File: src/design/mdcc_pkg.sv
// Package for the masked depth change classifier.
// Holds field widths, verdict codes and register indexes; no dependencies.
`timescale 1ns / 1ps
`default_nettype none

package mdcc_pkg;

	localparam int unsigned DepthW = 16;
	localparam int unsigned ThrW   = 16;
	localparam int unsigned AbsW   = 40;
	localparam int unsigned SgnW   = 41;
	localparam int unsigned CntW   = 24;
	localparam int unsigned ProdW  = ThrW + CntW;
	localparam int unsigned CfgIdxW = 2;

	typedef enum logic [1:0] {
		VERDICT_PRESENT  = 2'd0,
		VERDICT_OCCLUDED = 2'd1,
		VERDICT_ABSENT   = 2'd2
	} verdict_t;

	typedef enum logic [CfgIdxW-1:0] {
		REG_PRESENT_THR  = 2'd0,
		REG_OCCLUDED_THR = 2'd1,
		REG_OVERLAP_TOL  = 2'd2
	} cfg_reg_t;

	localparam logic [ThrW-1:0] PresentThrReset  = 16'd160;
	localparam logic [ThrW-1:0] OccludedThrReset = 16'd150;
	localparam logic [ThrW-1:0] OverlapTolReset  = 16'd50;

endpackage

`default_nettype wire

File: src/design/masked_depth_change_classifier.sv
// Masked depth change classifier: pixel stream in, overlap bit and verdict out.
// Depends on mdcc_pkg.
//
// Usage:
//   Input channel (in_valid / in_stall) carries one pixel per item: mask bit,
//   projected depth, scene depth (mm) and an end-of-object flag. The output
//   channel (out_valid / out_stall) returns one item per pixel: the overlap
//   bit, and on the end-of-object pixel a verdict with verdict_valid set.
//   Pixel items of one object follow each other; the object closes on the
//   pixel with object_end set and the accumulators start over after it.
//   Throughput: one item per cycle while no result is stalled. The pipeline
//   is four registers deep (input, accumulate, multiply, result), and a pixel
//   passes through them in that order to reach out_valid. The loop that sets
//   the rate is the accumulator update in stage two.
//   When the receiver stalls a held result, the whole pipeline freezes and
//   in_stall is raised in the same cycle; no item is lost or repeated.
//   Reset (arst_n low) empties the pipeline, clears the accumulators and
//   loads the register defaults (present 160, occluded 150, tolerance 50).
//   Write configuration through cfg_write / cfg_index / cfg_data only while
//   the pipeline is empty; index 3 is ignored.
`timescale 1ns / 1ps
`default_nettype none

module masked_depth_change_classifier #(
	parameter int unsigned MAX_OBJECT_PIXELS = 16777215
) (
	input  wire logic                         clk,
	input  wire logic                         arst_n,
	// configuration write port
	input  wire logic                         cfg_write,
	input  wire logic [mdcc_pkg::CfgIdxW-1:0] cfg_index,
	input  wire logic [mdcc_pkg::ThrW-1:0]    cfg_data,
	// pixel input channel
	input  wire logic                         in_valid,
	output logic                              in_stall,
	input  wire logic                         mask_bit,
	input  wire logic [mdcc_pkg::DepthW-1:0]  projected_depth,
	input  wire logic [mdcc_pkg::DepthW-1:0]  scene_depth,
	input  wire logic                         object_end,
	// result output channel
	output logic                              out_valid,
	input  wire logic                         out_stall,
	output logic                              overlap_bit,
	output logic [1:0]                        verdict,
	output logic                              verdict_valid
);
	import mdcc_pkg::*;

	// Count saturates at the parameter or at the full counter, whichever is less.
	localparam logic [CntW-1:0] CountCap =
		(MAX_OBJECT_PIXELS < (2 ** CntW - 1)) ? CntW'(MAX_OBJECT_PIXELS) : {CntW{1'b1}};

	localparam logic [SgnW-1:0] SgnMax = {1'b0, {(SgnW-1){1'b1}}};
	localparam logic [SgnW-1:0] SgnMin = {1'b1, {(SgnW-1){1'b0}}};

	// ---------------------------------------------------------------- config
	logic [ThrW-1:0] present_thr_q;
	logic [ThrW-1:0] occluded_thr_q;
	logic [ThrW-1:0] overlap_tol_q;

	always_ff @(posedge clk or negedge arst_n) begin
		if (!arst_n) begin
			present_thr_q  <= PresentThrReset;
			occluded_thr_q <= OccludedThrReset;
			overlap_tol_q  <= OverlapTolReset;
		end else if (cfg_write) begin
			unique case (cfg_reg_t'(cfg_index))
				REG_PRESENT_THR:  present_thr_q  <= cfg_data;
				REG_OCCLUDED_THR: occluded_thr_q <= cfg_data;
				REG_OVERLAP_TOL:  overlap_tol_q  <= cfg_data;
				default: ;
			endcase
		end
	end

	// ------------------------------------------------------------ flow control
	// The whole pipeline moves as one; it holds only while a result is stalled.
	logic advance;
	assign advance  = !out_valid || !out_stall;
	assign in_stall = !advance;

	// ------------------------------------------------------- stage 1: input
	logic              valid_s1;
	logic              mask_s1;
	logic              last_s1;
	logic [DepthW-1:0] proj_s1;
	logic [DepthW-1:0] scene_s1;

	always_ff @(posedge clk or negedge arst_n) begin
		if (!arst_n) begin
			valid_s1 <= 1'b0;
		end else if (advance) begin
			valid_s1 <= in_valid;
		end
	end

	always_ff @(posedge clk) begin
		if (advance && in_valid) begin
			mask_s1  <= mask_bit;
			last_s1  <= object_end;
			proj_s1  <= projected_depth;
			scene_s1 <= scene_depth;
		end
	end

	// ---------------------------------------------- stage 2: difference, sums
	logic [DepthW:0]   diff;       // two's complement, one bit wider than depth
	logic [DepthW:0]   diff_neg;
	logic [DepthW-1:0] abs_diff;
	logic [AbsW:0]     abs_wide;
	logic [AbsW-1:0]   abs_next;
	logic [SgnW:0]     sgn_wide;
	logic [SgnW-1:0]   sgn_next;
	logic [CntW-1:0]   cnt_next;
	logic              overlap;

	logic [AbsW-1:0] abs_sum_q;
	logic [SgnW-1:0] sgn_sum_q;
	logic [CntW-1:0] count_q;

	always_comb begin
		// zero scene depth outside the mask
		diff     = {1'b0, proj_s1} - {1'b0, (mask_s1 ? scene_s1 : {DepthW{1'b0}})};
		diff_neg = -diff;
		abs_diff = diff[DepthW] ? diff_neg[DepthW-1:0] : diff[DepthW-1:0];

		abs_wide = {1'b0, abs_sum_q} + {{(AbsW+1-DepthW){1'b0}}, abs_diff};
		abs_next = abs_wide[AbsW] ? {AbsW{1'b1}} : abs_wide[AbsW-1:0];

		sgn_wide = {sgn_sum_q[SgnW-1], sgn_sum_q} + {{(SgnW-DepthW){diff[DepthW]}}, diff};
		// clamp on two's complement overflow
		if (sgn_wide[SgnW] != sgn_wide[SgnW-1]) begin
			sgn_next = sgn_wide[SgnW] ? SgnMin : SgnMax;
		end else begin
			sgn_next = sgn_wide[SgnW-1:0];
		end

		cnt_next = (mask_s1 && (count_q < CountCap)) ? count_q + 1'b1 : count_q;
		overlap  = mask_s1 && (abs_diff < overlap_tol_q);
	end

	logic            valid_s2;
	logic            last_s2;
	logic            overlap_s2;
	logic [AbsW-1:0] abs_s2;
	logic [SgnW-1:0] sgn_s2;
	logic [CntW-1:0] cnt_s2;

	// Accumulators: take the new sums, or clear after the closing pixel.
	always_ff @(posedge clk or negedge arst_n) begin
		if (!arst_n) begin
			abs_sum_q <= '0;
			sgn_sum_q <= '0;
			count_q   <= '0;
			valid_s2  <= 1'b0;
		end else if (advance) begin
			valid_s2 <= valid_s1;
			if (valid_s1) begin
				if (last_s1) begin
					abs_sum_q <= '0;
					sgn_sum_q <= '0;
					count_q   <= '0;
				end else begin
					abs_sum_q <= abs_next;
					sgn_sum_q <= sgn_next;
					count_q   <= cnt_next;
				end
			end
		end
	end

	// Snapshot including the current pixel, for the verdict.
	always_ff @(posedge clk) begin
		if (advance && valid_s1) begin
			last_s2    <= last_s1;
			overlap_s2 <= overlap;
			abs_s2     <= abs_next;
			sgn_s2     <= sgn_next;
			cnt_s2     <= cnt_next;
		end
	end

	// ------------------------------------------- stage 3: threshold products
	logic             valid_s3;
	logic             last_s3;
	logic             overlap_s3;
	logic             nonempty_s3;
	logic [AbsW-1:0]  abs_s3;
	logic [SgnW-1:0]  sgn_s3;
	logic [ProdW-1:0] present_lim_s3;
	logic [ProdW-1:0] occluded_lim_s3;

	always_ff @(posedge clk or negedge arst_n) begin
		if (!arst_n) begin
			valid_s3 <= 1'b0;
		end else if (advance) begin
			valid_s3 <= valid_s2;
		end
	end

	always_ff @(posedge clk) begin
		if (advance && valid_s2) begin
			last_s3         <= last_s2;
			overlap_s3      <= overlap_s2;
			nonempty_s3     <= (cnt_s2 != '0);
			abs_s3          <= abs_s2;
			sgn_s3          <= sgn_s2;
			present_lim_s3  <= {{CntW{1'b0}}, present_thr_q} * {{ThrW{1'b0}}, cnt_s2};
			occluded_lim_s3 <= {{CntW{1'b0}}, occluded_thr_q} * {{ThrW{1'b0}}, cnt_s2};
		end
	end

	// ---------------------------------------------- stage 4: verdict, result
	verdict_t verdict_d;

	always_comb begin
		priority if (!nonempty_s3) begin
			verdict_d = VERDICT_ABSENT;
		end else if (abs_s3 < present_lim_s3) begin
			verdict_d = VERDICT_PRESENT;
		end else if ($signed(sgn_s3) > $signed({1'b0, occluded_lim_s3})) begin
			verdict_d = VERDICT_OCCLUDED;
		end else begin
			verdict_d = VERDICT_ABSENT;
		end
	end

	always_ff @(posedge clk or negedge arst_n) begin
		if (!arst_n) begin
			out_valid <= 1'b0;
		end else if (advance) begin
			out_valid <= valid_s3;
		end
	end

	// Non-closing pixels report the present code with verdict_valid low.
	always_ff @(posedge clk) begin
		if (advance && valid_s3) begin
			overlap_bit   <= overlap_s3;
			verdict_valid <= last_s3;
			verdict       <= last_s3 ? verdict_d : VERDICT_PRESENT;
		end
	end

endmodule

`default_nettype wire

File: config.mk
export PLATFORM = sky130hd
export DESIGN_NAME = masked_depth_change_classifier
export DESIGN_NICKNAME = d
export VERILOG_FILES = /design/src/design/mdcc_pkg.sv /design/src/design/masked_depth_change_classifier.sv
export SDC_FILE = /design/constraint.sdc
export NUM_CORES = 2
export LEC_CHECK = 0
export BUFFER_PORTS_ARGS = -buffer_cell sky130_fd_sc_hd__buf_4
export CORE_MARGIN = 5
export CORE_UTILIZATION = 45
export CTS_CLUSTER_SIZE = 24
export DETAILED_ROUTE_END_ITERATION = 10
export PLACE_DENSITY = 0.6
export RECOVER_POWER = 25
export SLEW_MARGIN = 10
export SYNTH_ARGS = -nofsm -noshare
export SYNTH_HDL_FRONTEND = slang
export SYNTH_SLANG_ARGS = --single-unit
File: constraint.sdc
create_clock -name clk -period 10.97 [get_ports clk]
set_clock_uncertainty 0.15 [all_clocks]
set_input_delay 2.194 -clock clk [delete_from_list [all_inputs] [get_ports clk]]
set_output_delay 2.194 -clock clk [all_outputs]
set_load 0.02 [all_outputs]
==> summary.md <==
| Metric | Value |
|---|---|
| Status | `complete, but fails checks` |
| CTS tree | `done` |
| Mean post-synth cell area | `9.870 um^2` |
| Vias/cell | `5.414` |
| Number of global-route vias before repair | `34654` |
| Hold Path Cell Cnt | `0` |
| Minimum clock period | `7.942 ns` |
| Seq cells post-synth | `466` |
| RSZ-0062 raised after global routing | `no` |
| Final WL | `122.5 mm` |
| Async set-reset flop share out of synthesis | `33.69%` |
| CORE AREA | `106800 um^2` |
| Remaining Overflow, GRT | `0` |
| Max Clk Rate | `0.1259 GHz` |
| Hold_sp | `abs_s2[20]$_DFFE_PP_` |
| Critical path's top delay family | `adder cells` |
| Violated checks | `max-capacitance violations, max-slew violations` |
| Syn Nets | `5950` |
| CTS Sinks | `466` |
| Antenna violations before repair | `4` |
| FF+latch area | `13220 um^2` |
| CTS resizes | `0` |
| Die X | `337.3 um` |
| Worst-skew pair later-pin latency | `0.60 ns` |
| Syn Std Cell Area | `48220 um^2` |
| Share of cells above drive strength 1 | `6.567%` |
| Period Utilization, post-route | `72.40%` |
| Cts hold-fix bufs | `0` |
| Io pins | `63` |
| Type of the tightest min-delay check | `reg2reg` |
| Final nets | `5917` |
| Synth Flop Type | `edfxtp_1` |
| Filler instances | `9906` |
| Final Core Density | `48.37%` |
| Die ar. | `113800 um^2` |
| Hold Vio Cnt, Final | `0` |
| Reg-to-Reg Start | `cnt_s2[0]$_DFFE_PP_` |
| Syn Inst Count | `4885` |
| Cell chain of the critical path | `clkbuf_1 -> nand2_1 -> fa_1 -> fa_1 -> inv_1 -> ha_1 -> fa_1 -> inv_1 -> fa_1 -> fa_1 -> inv_1 -> ha_1 -> a21o_1 -> a211oi_1 -> nor2_1 -> o41ai_2 -> o41ai_2 -> o32ai_1 -> nor4_1 -> nor4b_1 -> nor3_1` |
| Post-CTS Setup Bufs | `0` |
| WP buf/inv | `4` |
| Most used cell, CP | `fa_1` |
| Number of buffers created by CTS | `46` |
| Initial DRC count | `2294` |
| Port bufs | `62` |
| Crit path max-delay cell type | `clkbuf_1` |
| Seq/Total Area, Yosys | `27.42%` |
| Worst Reg-to-Reg Cells | `21` |
| Crit path DAT | `8.12 ns` |
| Routability cong. | `0.8676` |
| Hold Slack | `0.2634 ns` |
| CP peak stage delay | `1.01 ns` |
| Yosys cell types | `102` |
| EDFF count, synth | `309` |
| Synth warn | `0` |
| Site row count | `120` |
| GR Util All Layers | `21.92%` |
| Nature of the critical path endpoint | `register` |
| Required @ worst endpoint | `11.15 ns` |
| Rel. slew slack | `-188.9%` |
| Setup TNS | `0 ns` |
| Fin. max-slew vios | `198` |
| Worst Path Max Fanout | `21` |
| First-pass GRT wire length | `195.9 mm` |
| DR DRC count | `0` |
| Via count | `34082` |
| Critical path depth in cells | `21` |
| TritonRoute pass-1 iters | `6` |
| Critical path launch point | `cnt_s2[0]$_DFFE_PP_` |
| Die height | `337.3 um` |
| Post-route ant nets | `0` |
| CTS Root Cell | `clkbuf_16` |
| Clock buffer depth | `3` |
| WL/cell | `19.46 um` |
| Largest net degree at the start of global routing | `82` |
| Max-cap violations | `6` |
| Effective utilization at floorplan | `45.17%` |
| CTS H-tree lvls | `2` |
| Footprint of the multi-input gates | `31050 um^2` |
| Worst-Margin Slew | `4.334 ns` |
| Setup Crit Path Kind | `reg2reg` |
| Syn-to-layout area delta | `7.092%` |
| Detail Placement HPWL | `90.66 mm` |
| Final setup violation count | `0` |
| Critical Path Start Type | `register` |
| Clk slew on worst S/H paths | `0.07 ns` |
[flip-flops by register name (all words and copies together) (netlist names), 2 cells and up]
| name | flops |
|---|---|
| sgn_s2 | 41 |
| present_thr_q | 16 |
| cnt_s2 | 24 |
| occluded_lim_s3 | 40 |
| verdict | 2 |
| sgn_s3 | 41 |
| proj_s1 | 16 |
| abs_s3 | 40 |
| sgn_sum_q | 41 |
| occluded_thr_q | 16 |
| present_lim_s3 | 40 |
| scene_s1 | 16 |
| abs_s2 | 40 |
| overlap_tol_q | 16 |
| count_q | 24 |
| abs_sum_q | 40 |
[metal layers]
layer	GRT usage, %	wire (um)
met1	32.49	57020
met2	34.52	55300
met3	2.706	7101
met4	5.441	3055
met5	0	0
[cells in the mapped netlist (38+ instances only)]
| cell | instances | area share, % |
|---|---|---|
| a21oi_1 | 190 | 2.0 |
| nor2_1 | 177 | 1.4 |
| o21ai_0 | 100 | 1.0 |
| edfxtp_1 | 309 | 19 |
| and2_1 | 332 | 4.3 |
| xnor2_1 | 118 | 2.1 |
| ha_1 | 393 | 10 |
| fa_1 | 615 | 26 |
| nand4_1 | 38 | 0.49 |
| clkbuf_1 | 187 | 1.5 |
| nand3_1 | 56 | 0.58 |
| inv_1 | 819 | 6.4 |
| nand2_1 | 676 | 5.3 |
| a21o_1 | 92 | 1.4 |
| mux2_2 | 50 | 1.2 |
| nor3_1 | 43 | 0.45 |
| xor2_1 | 60 | 1.1 |
| dfrtp_1 | 148 | 7.7 |
[through the flow]
| step | cell area [um^2] | instances | setup slack (ns) |
|---|---|---|---|
| floorplan | 48220 | 4885 | 4.141 |
| global placement | 50120 | 6207 | 3.520 |
| detailed placement | 50120 | 6207 | 3.465 |
| CTS | 51700 | 6291 | 3.425 |
| global route | 51630 | 6291 | 2.209 |
| finish | 51640 | 6295 | 3.028 |
[final cells by class]
type / count / area share, %
timing repair buffer: 129 / 1.832
antenna: 4 / 0.01939
clock buffer: 54 / 2.326
tap: 1403 / 3.400
sequential: 466 / 25.60
inverter: 822 / 5.980
multi-input combinational: 3387 / 60.12
clock inverter: 30 / 0.7172
[cell families (layout without fill, tap and decap cells)]
| logic type | count (synthesis) | after routing | share of synthesized area [%] |
|---|---|---|---|
| adders and majority gates | 1008 | 1008 | 35.73 |
| and+or+nand+nor | 1459 | 1459 | 14.42 |
| buffers and inverters | 1032 | 1035 | 8.153 |
| AOI/OAI and AO/OA | 674 | 674 | 9.482 |
| xor gates and xnor gates | 179 | 179 | 3.267 |
| other | 0 | 4 | 0 |
| DFF | 466 | 466 | 27.42 |
| muxes | 67 | 67 | 1.531 |
[path summary, 6_finish.rpt]
path / to / slack (ns)
min reg2reg: abs_s3[20]$_DFFE_PP_ / 0.26
min in group asynchronous: sgn_sum_q[13]$_DFFE_PN0P_ / 2.11
max: occluded_lim_s3[38]$_DFFE_PP_ / 3.03
max reg2reg: occluded_lim_s3[38]$_DFFE_PP_ / 3.03
max in group asynchronous: count_q[20]$_DFFE_PN0P_ / 3.53
min: abs_s3[20]$_DFFE_PP_ / 0.26
[cells in the final DEF, fill, tap and decap left out, types with 18 or more instances in the layout]
cell       instances
a21oi_1          190
nand2_1          677
o21ai_1           29
a22o_1            35
xnor2_1          118
nand3_1           57
and3_1            34
a31oi_1           23
a211oi_1          18
nor3_1            43
clkbuf_4          34
a21o_1            92
ha_1             393
and2_1           323
o21a_1            30
clkbuf_16         46
nor2_1           176
dfrtp_1          148
edfxtp_1         309
buf_4             89
fa_1             615
inv_1            818
nand4_1           38
o21bai_1          21
xor2_1            60
mux2_2            50
o21ai_0          101
Power is not shown: default switching activity piles up to over one toggle a cycle in this logic, so the estimate is an artifact.
